File: src/rtl/core/sacl_pkg.sv
// ----------------------------------------------------------------------------
// sacl_pkg
// Shared types and codes of the set-associative LRU tag store.
// ----------------------------------------------------------------------------
package sacl_pkg;

  // request type codes
  localparam logic [1:0] REQ_LOAD   = 2'd0;
  localparam logic [1:0] REQ_STORE  = 2'd1;
  localparam logic [1:0] REQ_MODIFY = 2'd2;
  localparam logic [1:0] REQ_IFETCH = 2'd3;

  // configuration register indexes
  localparam logic [1:0] CFG_SET_BITS   = 2'd0;
  localparam logic [1:0] CFG_BLOCK_BITS = 2'd1;
  localparam logic [1:0] CFG_WAYS       = 2'd2;

  // reset values of the configuration registers
  localparam logic [2:0] SET_BITS_RST   = 3'd4;
  localparam logic [4:0] BLOCK_BITS_RST = 5'd4;
  localparam logic [3:0] WAYS_RST       = 4'd1;

  // raw set index before folding into the set count (set_bits is at most 7)
  localparam int RAW_SET_W = 7;
  localparam int RAW_SETS  = 128;

  typedef struct packed {
    logic [2:0] set_bits;
    logic [4:0] block_bits;
    logic [3:0] ways_in_use;
  } cfg_t;

  typedef struct packed {
    logic        valid;
    logic [63:0] tag;
    logic [31:0] stamp;
  } line_t;

  typedef struct packed {
    logic        first_hit;
    logic        evicted;
    logic        second_hit;
    logic [2:0]  way_used;
    logic [31:0] hits_total;
    logic [31:0] misses_total;
    logic [31:0] evictions_total;
  } res_t;

endpackage

File: src/rtl/core/sacl_res_fifo.sv
// ----------------------------------------------------------------------------
// sacl_res_fifo
// Two-entry result queue between the lookup engine and the result port.
// ----------------------------------------------------------------------------
module sacl_res_fifo import sacl_pkg::*; (
  input  logic clk,
  input  logic rst_n,
  input  logic push,
  input  res_t push_data,
  output logic full,
  output logic empty,
  input  logic pop,
  output res_t pop_data
);

  logic [1:0] count_r, count_nxt;
  logic       wr_ptr_r, rd_ptr_r;
  res_t       entry_r [2];
  logic       do_pop;

  assign full     = (count_r == 2'd2);
  assign empty    = (count_r == 2'd0);
  assign do_pop   = pop && !empty;
  assign pop_data = entry_r[rd_ptr_r];

  always_comb begin
    count_nxt = count_r;
    if (push && !do_pop) begin
      count_nxt = count_r + 2'd1;
    end else if (!push && do_pop) begin
      count_nxt = count_r - 2'd1;
    end
  end

  always_ff @(posedge clk) begin
    if (!rst_n) begin
      count_r  <= 2'd0;
      wr_ptr_r <= 1'b0;
      rd_ptr_r <= 1'b0;
    end else begin
      count_r <= count_nxt;
      if (push) begin
        wr_ptr_r <= !wr_ptr_r;
      end
      if (do_pop) begin
        rd_ptr_r <= !rd_ptr_r;
      end
    end
  end

  always_ff @(posedge clk) begin
    if (push) begin
      entry_r[wr_ptr_r] <= push_data;
    end
  end

endmodule
File: config.mk
export PLATFORM = sky130hd
export DESIGN_NAME = sacl_res_fifo
export DESIGN_NICKNAME = d
export VERILOG_FILES = /design/src/rtl/core/sacl_pkg.sv /design/src/rtl/core/sacl_res_fifo.sv
export SDC_FILE = /design/constraint.sdc
export NUM_CORES = 1
export LEC_CHECK = 0
export CORE_AREA = 2 2 133 135
export CTS_BUF_LIST = sky130_fd_sc_hd__clkbuf_16
export CTS_CLUSTER_DIAMETER = 40
export DETAILED_ROUTE_END_ITERATION = 8
export DIE_AREA = 0 0 135 137
export DONT_BUFFER_PORTS = 1
export GPL_ROUTABILITY_DRIVEN = 0
export SLEW_MARGIN = 20
export SYNTH_ARGS = -nofsm -noshare
export SYNTH_HDL_FRONTEND = slang
export SYNTH_SLANG_ARGS = --single-unit
File: constraint.sdc
create_clock -name clk -period 6.7 [get_ports clk]
set_clock_uncertainty 0.15 [all_clocks]
set_input_delay 0.67 -clock clk [delete_from_list [all_inputs] [get_ports clk]]
set_output_delay 0.67 -clock clk [all_outputs]
set_load 0.02 [all_outputs]
==> summary.txt, run 1 <==
Setup path
  • Critical path required time: 5880 ps
  • Number of cells traversed by the worst register-to-register path: 2
  • R2r startpoint: wr_ptr_r
  • Critical Setup Path Class: flop to primary output
  • Sort of element at the end of the critical path: primary output
  • Critical Path Sink: pop_data[36]
  • Arrival time at the worst endpoint: 2470 ps
  • Flop2flop setup slack: 4420 ps
  • Endpoint of the worst-slack reg-to-reg timing path: entry_r[1][17]
  • Highest fanout seen on the critical path: 58
  • Type of element launching the critical path: flop

Route
  • Via-per-instance ratio: 5.081
  • First-pass iteration count of the detailed router: 4
  • Residual antenna-violating net count after detailed routing: 0
  • Routed wire per std cell: 20.61 µm
  • Residual DRC: 0
  • Overall via count from detail_route: 3064
  • Overall routed net length: 12.43 mm
  • DRC marker count from the first detailed-route iteration: 92

Cells and area
  • Area delta synth->final: 14.06%
  • Multi-input logic area: 1276 µm²
  • Layout filler cell count: 1371
  • Most common cell after layout, fill and taps aside: sky130_fd_sc_hd__edfxtp_1
  • Fin cells: 603
  • Count of antenna diodes in the layout: 0
  • Net count reported at finish: 466
  • Storage element area: 6230 µm²
  • Leading cell types in the layout, fill and taps excluded: sky130_fd_sc_hd__edfxtp_1, sky130_fd_sc_hd__mux2_2, sky130_fd_sc_hd__clkbuf_16
  • Share of post-route cells with drive strength above 1: 38.89%

Clocking
  • Total of cells resized after clock tree synthesis: 0
  • H-tree depth reported by CTS: 1
  • CTS clock-pin slew for the worst setup and hold paths: 60 ps
  • Maximum count of clock buffers along a single path: 3
  • Buffers inserted by post-CTS timing repair: 0
  • Num CTS Buffers: 25
  • Clock root buffer: sky130_fd_sc_hd__clkbuf_16
  • Number of sinks driven by the clock tree: 209
  • Latest clock arrival within the worst-skew pair: 510 ps
  • Number of hold buffers added after cts: 0
  • Clock tree from TritonCTS: built

Logic synthesis
  • Synth Cell Area: 7600 µm²
  • Number of unique standard cell types used by synthesis: 17
  • Mapped Nets: 446
  • Count of state elements after synthesis: 209
  • Avg Synthesized Cell Area: 22.42 µm²
  • Mapped Cells: 339
  • Sequential-to-total area share from yosys stat: 81.92%
  • Syn. warnings: 0

Placed design
  • Dpl cells: 557
  • Sum of net half-perimeters after detailed placement: 7.824 mm
  • Count of buffers from port buffering: 0

Global route
  • Initial antenna violation count: 0
  • Maximum number of pins on one net before global-route repair: 59
  • GRT overflow: 0
  • Via count of the first global-routing pass: 3284
  • Combined global-route utilization of all metal layers: 12.69%
  • Global-route wire length before repair: 17.83 mm

Pwr
  • Sw frac: 27.06%
  • Share of power burned in the clock network: 37.7%
  • Logic pwr share: 17.7%
  • Net switching component of the power: 0.9626 mW
  • Leak Pwr: 2.833 nW
  • Power density over the cells: 410.4 nW/µm²
  • Worst vdd rail ir drop: 0.2503 mV
  • Sequential share of power: 44.6%
  • Internal portion of total power: 2.595 mW

STA
  • Worst Max-Slew Pin Slew: 762.7 ps
  • Fin crit share: 49.18%
  • Max Slew Vio Count: 0
  • Final setup violation count: 0
  • Maximum clock rate: 0.3035 GHz
  • Setup repair after global routing missed its margin: false
  • Minimum period implied by the final worst setup slack: 3295 ps
  • Number of hold violations in the final report: 0
  • Worst slew margin relative to its limit: 49.15%
  • Post-route setup TNS: 0 ps

Floorplan
  • Core Footprint: 17060 µm²
  • Initial core utilization: 44.56%
  • Die span in x: 135 µm
  • Die height: 137 µm
  • Die area: 18500 µm²
  • Total number of placement rows: 48
  • Top-Level Pins: 210

Job
  • Max Cap Violations: 0

Min path
  • Min-Delay Path Class: input port to flop

Outcome
  • Outcome: finished clean
## through the flow
step / area [µm²] / hold WS [ps] / power [mW] / setup WS (ps) / utilization, %
floorplan: 7600 / 328.6 / 2.210 / 835.1 / -
global placement: 7818 / 347.5 / 2.241 / 3968 / 45.83
detailed placement: 7818 / 368.0 / 2.253 / 3904 / 45.83
CTS: 8668 / 83.08 / 3.608 / 3349 / 50.82
global route: 8668 / 79.22 / 3.683 / 3253 / 50.82
finish: 8668 / 98.49 / 3.557 / 3405 / 50.82
## final cells by class
type / instances / area share (%)
tap: 225 / 3.248
multi-input combinational: 119 / 14.72
sequential: 209 / 71.87
clock inverter: 21 / 2.598
clock buffer: 25 / 7.217
timing repair buffer: 4 / 0.3464
## power by group through the flow
stage / Combinational, mW / Clock [mW] / Sequential (mW)
floorplan: 0.638 / 0 / 1.57
finish: 0.629 / 1.34 / 1.59
detailed placement: 0.636 / 0 / 1.62
CTS: 0.640 / 1.38 / 1.59
global placement: 0.627 / 0 / 1.61
global route: 0.663 / 1.42 / 1.60
## metal layers
metal / vias to the layer above / global-route usage, % / routed length (µm)
li1: 1387 / - / -
met1: 1489 / 12.88 / 4354
met2: 158 / 21.43 / 5909
met3: 30 / 7.741 / 1833
met4: 0 / 4.688 / 329
met5: - / 0 / 0
## how the worst min path moves through the flow
stage	startpoint	end	slack, ps	cells past startpoint
finish	push_data[101]	entry_r[0][101]	100	0
global route	push_data[12]	entry_r[1][12]	80	0
CTS	push_data[23]	entry_r[0][23]	80	0
detailed placement	count_r[1]	count_r[1]	370	2
global placement	count_r[1]	count_r[1]	350	2
floorplan	count_r[1]	count_r[1]	330	2
## kinds of logic after synthesis
group,after synthesis,synth area share [%]
DFF,209,81.92
and+or+nand+nor,9,0.7079
AOI/OAI and AO/OA,4,0.3292
xor gates and xnor gates,3,0.3458
muxes,102,15.11
adders and majority gates,1,0.1646
buffers and inverters,11,1.416
## synthesized netlist by cell type, drive strengths merged
cell type,instances,share of area [%]
dfxtp,5,1.3
xnor2,2,0.23
xor2,1,0.12
edfxtp,204,81
nor2,1,0.049
nor2b,3,0.25
ha,1,0.16
a21boi,1,0.099
mux2,102,15
o21ai,2,0.13
o21a,1,0.099
buf,11,1.4
and2,4,0.33
or3,1,0.082
## state kept, by name, indices dropped and copies added, names as in the netlist, named ones only
signal,cells
count_r,2
wr_ptr_r,1
rd_ptr_r,1
entry_r,204
## critical path, stage by stage (launching register included)
cell	delay, ps
sky130_fd_sc_hd__dfxtp_4	730
sky130_fd_sc_hd__buf_4	670
sky130_fd_sc_hd__mux2_2	480
(Power assumes the default switching activity.)
==> inputs of run 2 (changes only) <==
- clock period: 6.7 -> 3.3 ns (I/O delays scaled with it)
==> run 2 against run 1 <==
  * Core utilization is 7.0 points higher
  * Critical path depth did not move
  * Combinational power up 140%
  * Worst hold slack got worse by 51 ps
  * Clock-buffer cell count increased by 2
  * Global-route usage rose by 1.2 points
  * Power up 110%
  * Non-clock buffer count rose by 106
  * Routed wire length rose by 8.6%
==> summary.txt, run 2 (synthesis results as in run 1) <==
Route
  • Via-per-instance ratio: 4.913
  • Residual antenna-violating net count after detailed routing: 0
  • Routed wire per std cell: 18.88 µm
  • Overall via count from detail_route: 3513
  • DRC marker count from the first detailed-route iteration: 181
  • Residual DRC: 0
  • Overall routed net length: 13.50 mm
  • First-pass iteration count of the detailed router: 4

Cells and area
  • Multi-input logic area: 1276 µm²
  • Area delta synth->final: 29.80%
  • Share of post-route cells with drive strength above 1: 32.38%
  • Leading cell types in the layout, fill and taps excluded: sky130_fd_sc_hd__edfxtp_1, sky130_fd_sc_hd__dlygate4sd3_1, sky130_fd_sc_hd__mux2_2
  • Most common cell after layout, fill and taps aside: sky130_fd_sc_hd__edfxtp_1
  • Registers with the highest flip-flop counts: entry_r x204, count_r x2
  • Finished Cell Area: 9864 µm²
  • Top register by number of flip-flops: entry_r
  • Net count reported at finish: 574
  • Max reg flops: 204
  • Layout filler cell count: 1268
  • Storage element area: 6230 µm²

Floorplan
  • Initial core utilization: 44.56%
  • Total number of placement rows: 48
  • Die span in x: 135 µm
  • Die height: 137 µm
  • Core Footprint: 17060 µm²
  • Top-Level Pins: 210
  • Die area: 18500 µm²

Setup path
  • R2r startpoint: wr_ptr_r
  • Buffers and inverters on the worst path: 1
  • Highest fanout seen on the critical path: 38
  • Type of element launching the critical path: flop
  • Sort of element at the end of the critical path: primary output
  • Largest delay share family, worst path: flip-flops
  • Largest incremental delay on the critical path: 480 ps
  • Number of cells traversed by the worst register-to-register path: 2
  • Flop2flop setup slack: 1440 ps
  • Critical path required time: 2820 ps
  • Critical Setup Path Class: flop to primary output
  • Arrival time at the worst endpoint: 1930 ps
  • Endpoint of the worst-slack reg-to-reg timing path: entry_r[1][21]
  • Cells along the critical path: buf_4 > mux2_2
  • Max stage delay cell, worst path: sky130_fd_sc_hd__dfxtp_4

Clocking
  • H-tree depth reported by CTS: 1
  • Number of sinks driven by the clock tree: 209
  • Num CTS Buffers: 27
  • Clock root buffer: sky130_fd_sc_hd__clkbuf_16
  • Buffers inserted by post-CTS timing repair: 0
  • Maximum count of clock buffers along a single path: 3
  • CTS clock-pin slew for the worst setup and hold paths: 60 ps
  • Clock tree from TritonCTS: built
  • Total of cells resized after clock tree synthesis: 0
  • Latest clock arrival within the worst-skew pair: 510 ps

STA
  • Fin crit share: 73.08%
  • Final setup violation count: 0
  • Post-route setup TNS: 0 ps
  • Minimum period implied by the final worst setup slack: 2412 ps
  • Worst slew margin relative to its limit: 53.11%
  • Setup repair after global routing missed its margin: false
  • Worst Max-Slew Pin Slew: 703.4 ps
  • Maximum clock rate: 0.4146 GHz
  • Max Slew Vio Count: 0
  • Number of hold violations in the final report: 0

Global route
  • Initial antenna violation count: 2
  • GRT overflow: 0
  • Combined global-route utilization of all metal layers: 13.87%
  • Global-route wire length before repair: 19.67 mm
  • Maximum number of pins on one net before global-route repair: 63
  • Via count of the first global-routing pass: 3723

Pwr
  • Power density over the cells: 769.8 nW/µm²
  • Worst vdd rail ir drop: 0.4815 mV
  • Leak Pwr: 3.318 nW

Min path
  • Worst Min Path Start: push
  • Min-Delay Path Class: input port to flop
  • Worst Hold Endpoint: count_r[1]
  • Instance count along the most critical hold path: 3

Outcome
  • Outcome: finished clean

Placed design
  • Sum of net half-perimeters after detailed placement: 8.306 mm
  • Count of buffers from port buffering: 0
  • Area after DPL: 7870 µm²

Job
  • Max Cap Violations: 0
==> run 2: metal layers <==
| layer | GRT usage, % | part of all wire, % |
|---|---|---|
| met4 | 5.729 | 2.9 |
| met1 | 15.83 | 38 |
| met2 | 24.08 | 50 |
| met3 | 4.630 | 8.9 |
| met5 | 0 | 0 |
==> run 2: stage by stage <==
stage	util, %	total power [mW]	instances	worst slack, ps	hold WS [ps]
global placement	46.14	4.584	559	1444	278.9
floorplan	-	4.476	339	840.5	278.9
finish	57.83	7.594	715	888.3	47.54
global route	57.83	7.874	715	788.2	30.22
CTS	57.81	7.693	713	830.6	15.69
detailed placement	46.14	4.605	559	1393	278.9
==> run 2: cell type report <==
class / instances / area share [%]
well taps: 225 / 2.854
repair buffers: 110 / 11.39
clock buffers: 27 / 6.849
multi-input cells: 119 / 12.94
flip-flops and latches: 209 / 63.15
diodes: 2 / 0.05074
clock inverters: 23 / 2.765
==> run 2: how the worst max path moves through the flow <==
| stage | endpoint | slack (ps) | depth (start not counted) |
|---|---|---|---|
| after global routing | pop_data[74] | 790 | 2 |
| after CTS | pop_data[74] | 830 | 2 |
| after detailed placement | pop_data[76] | 1390 | 2 |
| final | pop_data[60] | 890 | 2 |
| after floorplan | entry_r[0][0] | 840 | 1 |
| after global placement | pop_data[74] | 1440 | 2 |
==> run 2: what timing repair did <==
action	CTS	global route
hold buffers	104	0
hold endpoints to repair	209	0
endpoints found under the setup margin	0	0
==> run 2: worst reg2reg max path: stages (launching register included) <==
cell and delay (ps):
sky130_fd_sc_hd__dfxtp_1 390, sky130_fd_sc_hd__and2_4 630, sky130_fd_sc_hd__buf_4 380
==> run 2: report_power, final <==
part / internal, mW / switching, mW
combinational: 0.576 / 0.910
clock: 1.84 / 1.10
sequential: 3.09 / 0.0769
