## src/rtl/core/sacl_pkg.sv

```systemverilog
// ----------------------------------------------------------------------------
// sacl_pkg
// Shared types and codes of the set-associative LRU tag store.
// ----------------------------------------------------------------------------
package sacl_pkg;

  // request type codes
  localparam logic [1:0] REQ_LOAD   = 2'd0;
  localparam logic [1:0] REQ_STORE  = 2'd1;
  localparam logic [1:0] REQ_MODIFY = 2'd2;
  localparam logic [1:0] REQ_IFETCH = 2'd3;

  // configuration register indexes
  localparam logic [1:0] CFG_SET_BITS   = 2'd0;
  localparam logic [1:0] CFG_BLOCK_BITS = 2'd1;
  localparam logic [1:0] CFG_WAYS       = 2'd2;

  // reset values of the configuration registers
  localparam logic [2:0] SET_BITS_RST   = 3'd4;
  localparam logic [4:0] BLOCK_BITS_RST = 5'd4;
  localparam logic [3:0] WAYS_RST       = 4'd1;

  // raw set index before folding into the set count (set_bits is at most 7)
  localparam int RAW_SET_W = 7;
  localparam int RAW_SETS  = 128;

  typedef struct packed {
    logic [2:0] set_bits;
    logic [4:0] block_bits;
    logic [3:0] ways_in_use;
  } cfg_t;

  typedef struct packed {
    logic        valid;
    logic [63:0] tag;
    logic [31:0] stamp;
  } line_t;

  typedef struct packed {
    logic        first_hit;
    logic        evicted;
    logic        second_hit;
    logic [2:0]  way_used;
    logic [31:0] hits_total;
    logic [31:0] misses_total;
    logic [31:0] evictions_total;
  } res_t;

endpackage

```

## src/rtl/core/sacl_front.sv

```systemverilog
// ----------------------------------------------------------------------------
// sacl_front
// Request intake: drops instruction fetches, splits the address into tag and
// set, and holds decoded requests in a two-entry queue for the lookup engine.
// ----------------------------------------------------------------------------
module sacl_front import sacl_pkg::*; #(
  parameter int MAX_SETS = 64,
  localparam int SET_W = (MAX_SETS > 1) ? $clog2(MAX_SETS) : 1
) (
  input  logic             clk,
  input  logic             rst_n,
  input  cfg_t             cfg,
  input  logic             hold,
  input  logic             push,
  output logic             full,
  input  logic [1:0]       req_type,
  input  logic [63:0]      address,
  output logic             item_valid,
  input  logic             item_take,
  output logic             item_modify,
  output logic [63:0]      item_tag,
  output logic [SET_W-1:0] item_set
);

  logic [SET_W-1:0]     set_tab [RAW_SETS];
  logic [5:0]           shift_amt;
  logic [63:0]          dec_tag;
  logic [63:0]          blk_shift;
  logic [RAW_SET_W-1:0] set_mask;
  logic [RAW_SET_W-1:0] set_raw;
  logic                 accept;
  logic                 enq;

  logic [1:0]       count_r, count_nxt;
  logic             wr_ptr_r, wr_ptr_nxt;
  logic             rd_ptr_r, rd_ptr_nxt;
  logic             q_modify_r [2];
  logic [63:0]      q_tag_r    [2];
  logic [SET_W-1:0] q_set_r    [2];

  // set index folds modulo the set count
  for (genvar g = 0; g < RAW_SETS; g++) begin : g_tab
    assign set_tab[g] = SET_W'(g % MAX_SETS);
  end

  always_comb begin
    shift_amt = {3'b000, cfg.set_bits} + {1'b0, cfg.block_bits};
    dec_tag   = address >> shift_amt;
    blk_shift = address >> cfg.block_bits;
    set_mask  = RAW_SET_W'((8'd1 << cfg.set_bits) - 8'd1);
    set_raw   = blk_shift[RAW_SET_W-1:0] & set_mask;
  end

  assign full   = (count_r == 2'd2) || hold;
  assign accept = push && !full;
  assign enq    = accept && (req_type != REQ_IFETCH);

  assign item_valid  = (count_r != 2'd0);
  assign item_modify = q_modify_r[rd_ptr_r];
  assign item_tag    = q_tag_r[rd_ptr_r];
  assign item_set    = q_set_r[rd_ptr_r];

  always_comb begin
    wr_ptr_nxt = wr_ptr_r;
    rd_ptr_nxt = rd_ptr_r;
    count_nxt  = count_r;
    if (enq) begin
      wr_ptr_nxt = !wr_ptr_r;
    end
    if (item_take) begin
      rd_ptr_nxt = !rd_ptr_r;
    end
    if (enq && !item_take) begin
      count_nxt = count_r + 2'd1;
    end else if (!enq && item_take) begin
      count_nxt = count_r - 2'd1;
    end
  end

  always_ff @(posedge clk) begin
    if (!rst_n) begin
      count_r  <= 2'd0;
      wr_ptr_r <= 1'b0;
      rd_ptr_r <= 1'b0;
    end else begin
      count_r  <= count_nxt;
      wr_ptr_r <= wr_ptr_nxt;
      rd_ptr_r <= rd_ptr_nxt;
    end
  end

  always_ff @(posedge clk) begin
    if (enq) begin
      q_modify_r[wr_ptr_r] <= (req_type == REQ_MODIFY);
      q_tag_r[wr_ptr_r]    <= dec_tag;
      q_set_r[wr_ptr_r]    <= set_tab[set_raw];
    end
  end

endmodule

```

## config.mk

```make
export PLATFORM = sky130hd
export DESIGN_NAME = sacl_front
export DESIGN_NICKNAME = d
export VERILOG_FILES = /design/src/rtl/core/sacl_pkg.sv /design/src/rtl/core/sacl_front.sv
export SDC_FILE = /design/constraint.sdc
export NUM_CORES = 1
export LEC_CHECK = 0
export BUFFER_PORTS_ARGS = -buffer_cell sky130_fd_sc_hd__buf_2
export CAP_MARGIN = 20
export CELL_PAD_IN_SITES_DETAIL_PLACEMENT = 2
export CELL_PAD_IN_SITES_GLOBAL_PLACEMENT = 2
export CORE_MARGIN = 2
export CORE_UTILIZATION = 39
export DETAILED_ROUTE_END_ITERATION = 6
export HOLD_SLACK_MARGIN = 0.03
export PLACE_DENSITY_LB_ADDON = 0.1
export SETUP_SLACK_MARGIN = 0.02
export SYNTH_ARGS = -nofsm -noshare
export SYNTH_HDL_FRONTEND = slang
export SYNTH_SLANG_ARGS = --single-unit
export TNS_END_PERCENT = 50
```

## constraint.sdc

```tcl
create_clock -name clk -period 5.7 [get_ports clk]
set_input_delay 1.14 -clock clk [delete_from_list [all_inputs] [get_ports clk]]
set_output_delay 1.14 -clock clk [all_outputs]
set_load 0.1 [all_outputs]
```

==> results of run 1 <==
[power breakdown]
part	total, mW	internal [mW]	switching (mW)
combinational	1.98	0.599	1.38
sequential	1.34	1.31	0.0302
clock	1.17	0.669	0.503
[sequential cells by signal, summed over array words and instances, names as in the netlist, named ones only]
register	flops
count_r	2
wr_ptr_r	1
q_set_r	12
q_tag_r	128
rd_ptr_r	1
q_modify_r	2
[cell type report]
type / instances / area share (%)
clock buffers: 17 / 3.33
clock inverters: 15 / 1.49
inverters: 6 / 0.176
multi-input cells: 705 / 49.4
flip-flops and latches: 147 / 34.2
well taps: 378 / 3.70
repair buffers: 180 / 7.72
[metal layers]
metal  track usage [%]  vias to the layer above
li1                  -                     3937
met1              36.5                     4482
met2              41.5                      200
met3              2.15                       29
met4              5.85                        0
met5                 0                        -
[Yosys cell counts, types with 5 or more instances]
cell type / n / share of area (%)
and3_1: 8 / 0.45
o22a_1: 6 / 0.47
nor2_1: 57 / 1.9
inv_1: 6 / 0.20
and2_1: 11 / 0.62
nand2_1: 77 / 2.6
mux2_2: 96 / 9.8
dfxtp_1: 5 / 0.90
edfxtp_1: 142 / 39
a211oi_1: 25 / 1.7
ha_1: 5 / 0.57
a22o_1: 7 / 0.55
o21ai_0: 17 / 0.77
clkbuf_1: 33 / 1.1
nand3_1: 16 / 0.72
a211o_1: 7 / 0.55
nor2b_1: 8 / 0.45
a31oi_1: 6 / 0.34
o22ai_1: 20 / 1.1
buf_2: 31 / 1.4
mux2i_1: 139 / 13
a21oi_1: 40 / 1.8
a22oi_1: 8 / 0.54
mux4_2: 56 / 11
buf_4: 12 / 0.81
nor3_1: 25 / 1.1
[kinds of logic (layout without fill, tap and decap cells)]
group,count (synthesis),in the layout,share of synthesized area [%]
multiplexers,299,299,35.1
AND/OR/NAND/NOR,230,230,9.75
AO/OA/AOI/OAI,162,162,9.91
flip-flops,147,147,39.4
buffers and inverters,90,218,4.16
XOR/XNOR,8,8,0.871
adder cells (fa/ha/maj),6,6,0.746
[per-stage QoR]
step	std cells	power, mW	area, um2	utilization, %
after floorplan	942	2.79	11100	-
after global placement	1416	3.27	12200	43.6
after detailed placement	1416	3.33	12200	43.6
after CTS	1448	4.51	12800	45.8
after global routing	1448	4.66	12800	45.8
final	1448	4.50	12800	45.8
[worst max-delay path: stages]
cell,delay [ns]
buf_2,0.15
ha_4,0.15
inv_1,0.05
fa_4,1.15
buf_4,0.46
buf_4,0.33
mux2i_1,0.19
a211oi_1,0.26
a21oi_1,0.11
a221oi_1,0.66
[how the worst max path moves through the flow]
stage / depth (start not counted) / endpoint
finish: 10 / q_tag_r[0][6]
global route: 10 / q_tag_r[0][6]
CTS: 10 / q_tag_r[0][6]
detailed placement: 10 / q_tag_r[0][6]
global placement: 10 / q_tag_r[0][23]
floorplan: 3 / q_modify_r[0]
==> flow_summary.yaml, run 1 <==
grt:
  grt_overflow_total: 0
  track_usage_pct: 25.3
  grt_max_degree: 72
  grt_antenna_before_repair: 0
  grt_pass1_wl_um: 56500
  grt_pass1_vias: 9026
hold_path:
  whs_path_depth: 2
  hold_path_end: "count_r[1]"
  holdCritPathClass: "reg2reg"
  hold_start: "count_r[1]"
drt:
  met2RoutedLength_um: 17700
  antenna_left: 0
  wl_per_cell_um: 25.7
  wl_met3_um: 1190
  wl_met1_um: 17700
  drc: 0
  finalWirelength_um: 37100
  drt_pre_antenna_iters: 4
  drt_iter0_drc: 656
  top_layer: "met4"
  via_per_inst: 5.97
  vias: 8648
timing:
  report.final.slew_viol_count: 0
  layout_setup_ws_ns: 1.15
  hold_viol: 0
  final-setup-viol-count: 0
  fin_hold_ws_ns: 0.515
  finalSetupTns_ns: 0
  skew_ns: 0.0129
  max_freq_mhz: 220
  slew_headroom_pct: 33.1
  tightest_slew_ns: 0.996
  rsz0062_at_grt: "no"
  period_minus_slack_ns: 4.55
  finalCritPeriodShare_pct: 79.8
layout:
  most-common-layout-cells: "buf_2, edfxtp_1, mux2i_1"
  seqCellArea_um2: 4370
  multi_input_area_um2: 6310
  area_growth_pct: 15.4
  fillCellCount: 2825
  final_common_cell: "buf_2"
  drive_gt1_share_pct: 36.2
  num_antenna_cells: 0
  final_nets: 1146
die:
  die_area_um2: 29700
  dieWidth_um: 172
  ioPinCount: 156
  die_h_um: 172
  placementRows: 61
  core_area_um2: 27900
  start_util_pct: 39.7
pwr:
  power_density_nw_per_um2: 352
  leakage_nw: 4.93
  peakVddDrop_v: 0.000211
clock_tree:
  cts-htree-levels: 4
  cts.sinks: 147
  cts_setup_buffers: 0
  clkTransAtPathRegs_ns: 0.07
  cts_hold_buffers: 0
  cts_resized: 0
  clk_path_buf_depth: 2
  tritoncts: "built"
  clock_latency_ns: 0.42
  numCtsBuffers: 17
  cts-root-buf: "clkbuf_16"
run_status:
  status: "complete, no violations"
setup_path:
  r2r_end: "q_tag_r[1][35]"
  cp_max_fo: 47
  worstSetupPathType: "in2reg"
  r2r-start: "count_r[0]"
  worstSetupStartpointType: "primary input"
  worst_setup_path_end_kind: "flip-flop"
  cp.arrival_ns: 4.67
  required_ns: 5.82
  worst-r2r-cell-count: 5
  r2r_slack_ns: 3.20
  critPathLaunch: "cfg[9]"
placement:
  io_buffers: 151
  pre_cts_ws_ns: 0.710
  dp_hpwl_um: 28300
  gp_congestion: 0.832
yosys:
  synth_seq_cells: 147
  synth_area_um2: 11100
  ys.flop_type: "edfxtp_1"
  synth-async-reset-ratio_pct: 0
  synth_edf_count: 142
  syn_inst: 942
  seq_area_frac_synth_pct: 39.4
  postSynthAreaPerCell_um2: 11.7
  yosysWarnings: 0
  syn_nets: 1031
  ys_types: 68
flow_run:
  maxCapViolations: 0
Note: power is estimated with default switching activity, not from simulation.
==> run 2: changes to the inputs <==
==> constraint.sdc (replaced) <==
create_clock -name clk -period 4.7 [get_ports clk]
set_input_delay 0.94 -clock clk [delete_from_list [all_inputs] [get_ports clk]]
set_output_delay 0.94 -clock clk [all_outputs]
set_load 0.1 [all_outputs]
==> run 2 against run 1 <==
  * Setup slack lost 0.56 ns
  * Critical path depth stayed put
  * Combinational power grew 27%
  * Sequential power increased by 22%
  * Non-clock buffer count up 26
  * Clock power up 24%
  * Highest routed layer unchanged
  * Final area increased by 1.9%
  * Cell count grew 1.8%
==> flow_summary.yaml, run 2 (synthesized netlist as in run 1, its figures left out) <==
run_status:
  status: "complete, no violations"
drt:
  antenna_left: 0
  wl_per_cell_um: 26.8
  via_per_inst: 5.98
  vias: 8813
  drc: 0
  drt_iter0_drc: 647
  drt_pre_antenna_iters: 5
  finalWirelength_um: 39500
clock_tree:
  clkTransAtPathRegs_ns: 0.06
  clock_latency_ns: 0.43
  cts-htree-levels: 4
  cts.sinks: 147
  numCtsBuffers: 17
  cts_resized: 0
  cts-root-buf: "clkbuf_16"
  clk_path_buf_depth: 2
  cts_setup_buffers: 0
  cts_hold_buffers: 0
  tritoncts: "built"
pwr:
  power_frac_clock_pct: 26.0
  internal_power_mw: 3.23
  power_density_nw_per_um2: 429
  switching_share_pct: 42.1
  leakage_nw: 5.06
  p_comb_share_pct: 44.9
  peakVddDrop_v: 0.000257
  power_frac_seq_pct: 29.2
  power.switching_mw: 2.35
die:
  placementRows: 61
  die_area_um2: 29700
  dieWidth_um: 172
  start_util_pct: 39.7
  core_area_um2: 27900
  die_h_um: 172
  ioPinCount: 156
grt:
  met3_usage_pct: 2.91
  grtUsageMet1_pct: 37.0
  grt_overflow_total: 0
  gr-usage-met2_pct: 44.4
  grt_pass1_wl_um: 59300
  grt_max_degree: 72
  grt_pass1_vias: 9279
  busiest_layer: "met2"
  grt_antenna_before_repair: 0
  track_usage_pct: 26.8
timing:
  finalSetupTns_ns: 0
  period_minus_slack_ns: 4.11
  hold_viol: 0
  tightest_slew_ns: 1.02
  max_freq_mhz: 244
  finalCritPeriodShare_pct: 87.4
  rsz0062_at_grt: "no"
  skew_ns: 0.00896
  report.final.slew_viol_count: 0
  slew_headroom_pct: 31.8
  final-setup-viol-count: 0
layout:
  most-common-layout-cells: "buf_2, edfxtp_1, mux2i_1"
  largest_register: "q_tag_r"
  area_growth_pct: 17.6
  largest_registers: "q_tag_r x128, q_set_r x12"
  stdcell_count: 1474
  largest_reg_flops: 128
  final_common_cell: "buf_2"
  num_antenna_cells: 0
  final_nets: 1172
  drive_gt1_share_pct: 37.7
  fillCellCount: 2844
setup_path:
  worstSetupStartpointType: "primary input"
  worstSetupPathType: "in2reg"
  r2r_slack_ns: 2.44
  worst_setup_path_end_kind: "flip-flop"
  cp_max_fo: 23
  required_ns: 4.86
  cp.arrival_ns: 4.27
hold_path:
  holdCritPathClass: "reg2reg"
flow_run:
  maxCapViolations: 0
placement:
  dpl.cell_count: 1442
  io_buffers: 151
  dp_hpwl_um: 29500
  gp_congestion: 0.847
==> run 2: cell count changes in the layout (fill, tap and decap cells not counted) <==
| cell | delta |
|---|---|
| clkinvlp_4 | +2 |
| buf_12 | +3 |
| buf_4 | +23 |
| bufinv_16 | +1 |
| clkinv_8 | -1 |
| inv_8 | -2 |
==> run 2: through the flow <==
| step | utilization, % | instance area (um2) | setup slack (ns) | power [mW] | hold WS [ns] |
|---|---|---|---|---|---|
| 2_1_floorplan | - | 11100 | 0.654 | 3.38 | 0.473 |
| 3_3_place_gp | 44.5 | 12400 | 0.358 | 4.04 | 0.496 |
| 5_1_grt | 46.7 | 13000 | 0.548 | 5.79 | 0.553 |
| 4_1_cts | 46.7 | 13000 | 0.627 | 5.59 | 0.529 |
| 3_5_place_dp | 44.5 | 12400 | 0.214 | 4.12 | 0.523 |
| 6_report | 46.7 | 13000 | 0.593 | 5.58 | 0.524 |
==> run 2: final timing paths <==
check        startpoint              to  cells after the start
max              cfg[9]   q_tag_r[0][0]                     10
min          count_r[1]      count_r[1]                      2
max reg2reg  count_r[0]  q_tag_r[1][49]                      5
min reg2reg  count_r[1]      count_r[1]                      2
==> run 2: cell type report <==
| type | count | area [um2] | area share [%] |
|---|---|---|---|
| Multi-Input combinational cell | 705 | 6310 | 48.5 |
| Sequential cell | 147 | 4370 | 33.6 |
| Timing Repair Buffer | 206 | 1220 | 9.37 |
| Tap cell | 378 | 473 | 3.64 |
| Clock buffer | 17 | 425 | 3.27 |
| Clock inverter | 15 | 196 | 1.51 |
| Inverter | 6 | 22.5 | 0.173 |
==> run 2: power groups by stage <==
| stage | clock, mW | sequential, mW | combinational, mW |
|---|---|---|---|
| final | 1.45 | 1.63 | 2.51 |
| after floorplan | 0 | 1.64 | 1.75 |
| after global placement | 0 | 1.64 | 2.39 |
| after CTS | 1.47 | 1.63 | 2.49 |
| after global routing | 1.52 | 1.64 | 2.64 |
| after detailed placement | 0 | 1.66 | 2.46 |
==> run 2: worst max-delay path, cell delays in order <==
cell	delay, ns
buf_2	0.16
ha_4	0.15
inv_1	0.05
fa_4	1.02
mux4_2	0.67
nand2_1	0.12
a211oi_1	0.07
nor2_1	0.57
o22ai_1	0.17
or2_1	0.30
==> run 2: per-layer routing <==
layer	part of all wire [%]	routed length, um
met5	0	0
met4	2.6	1020
met3	3.4	1350
met2	49	19200
met1	45	17900
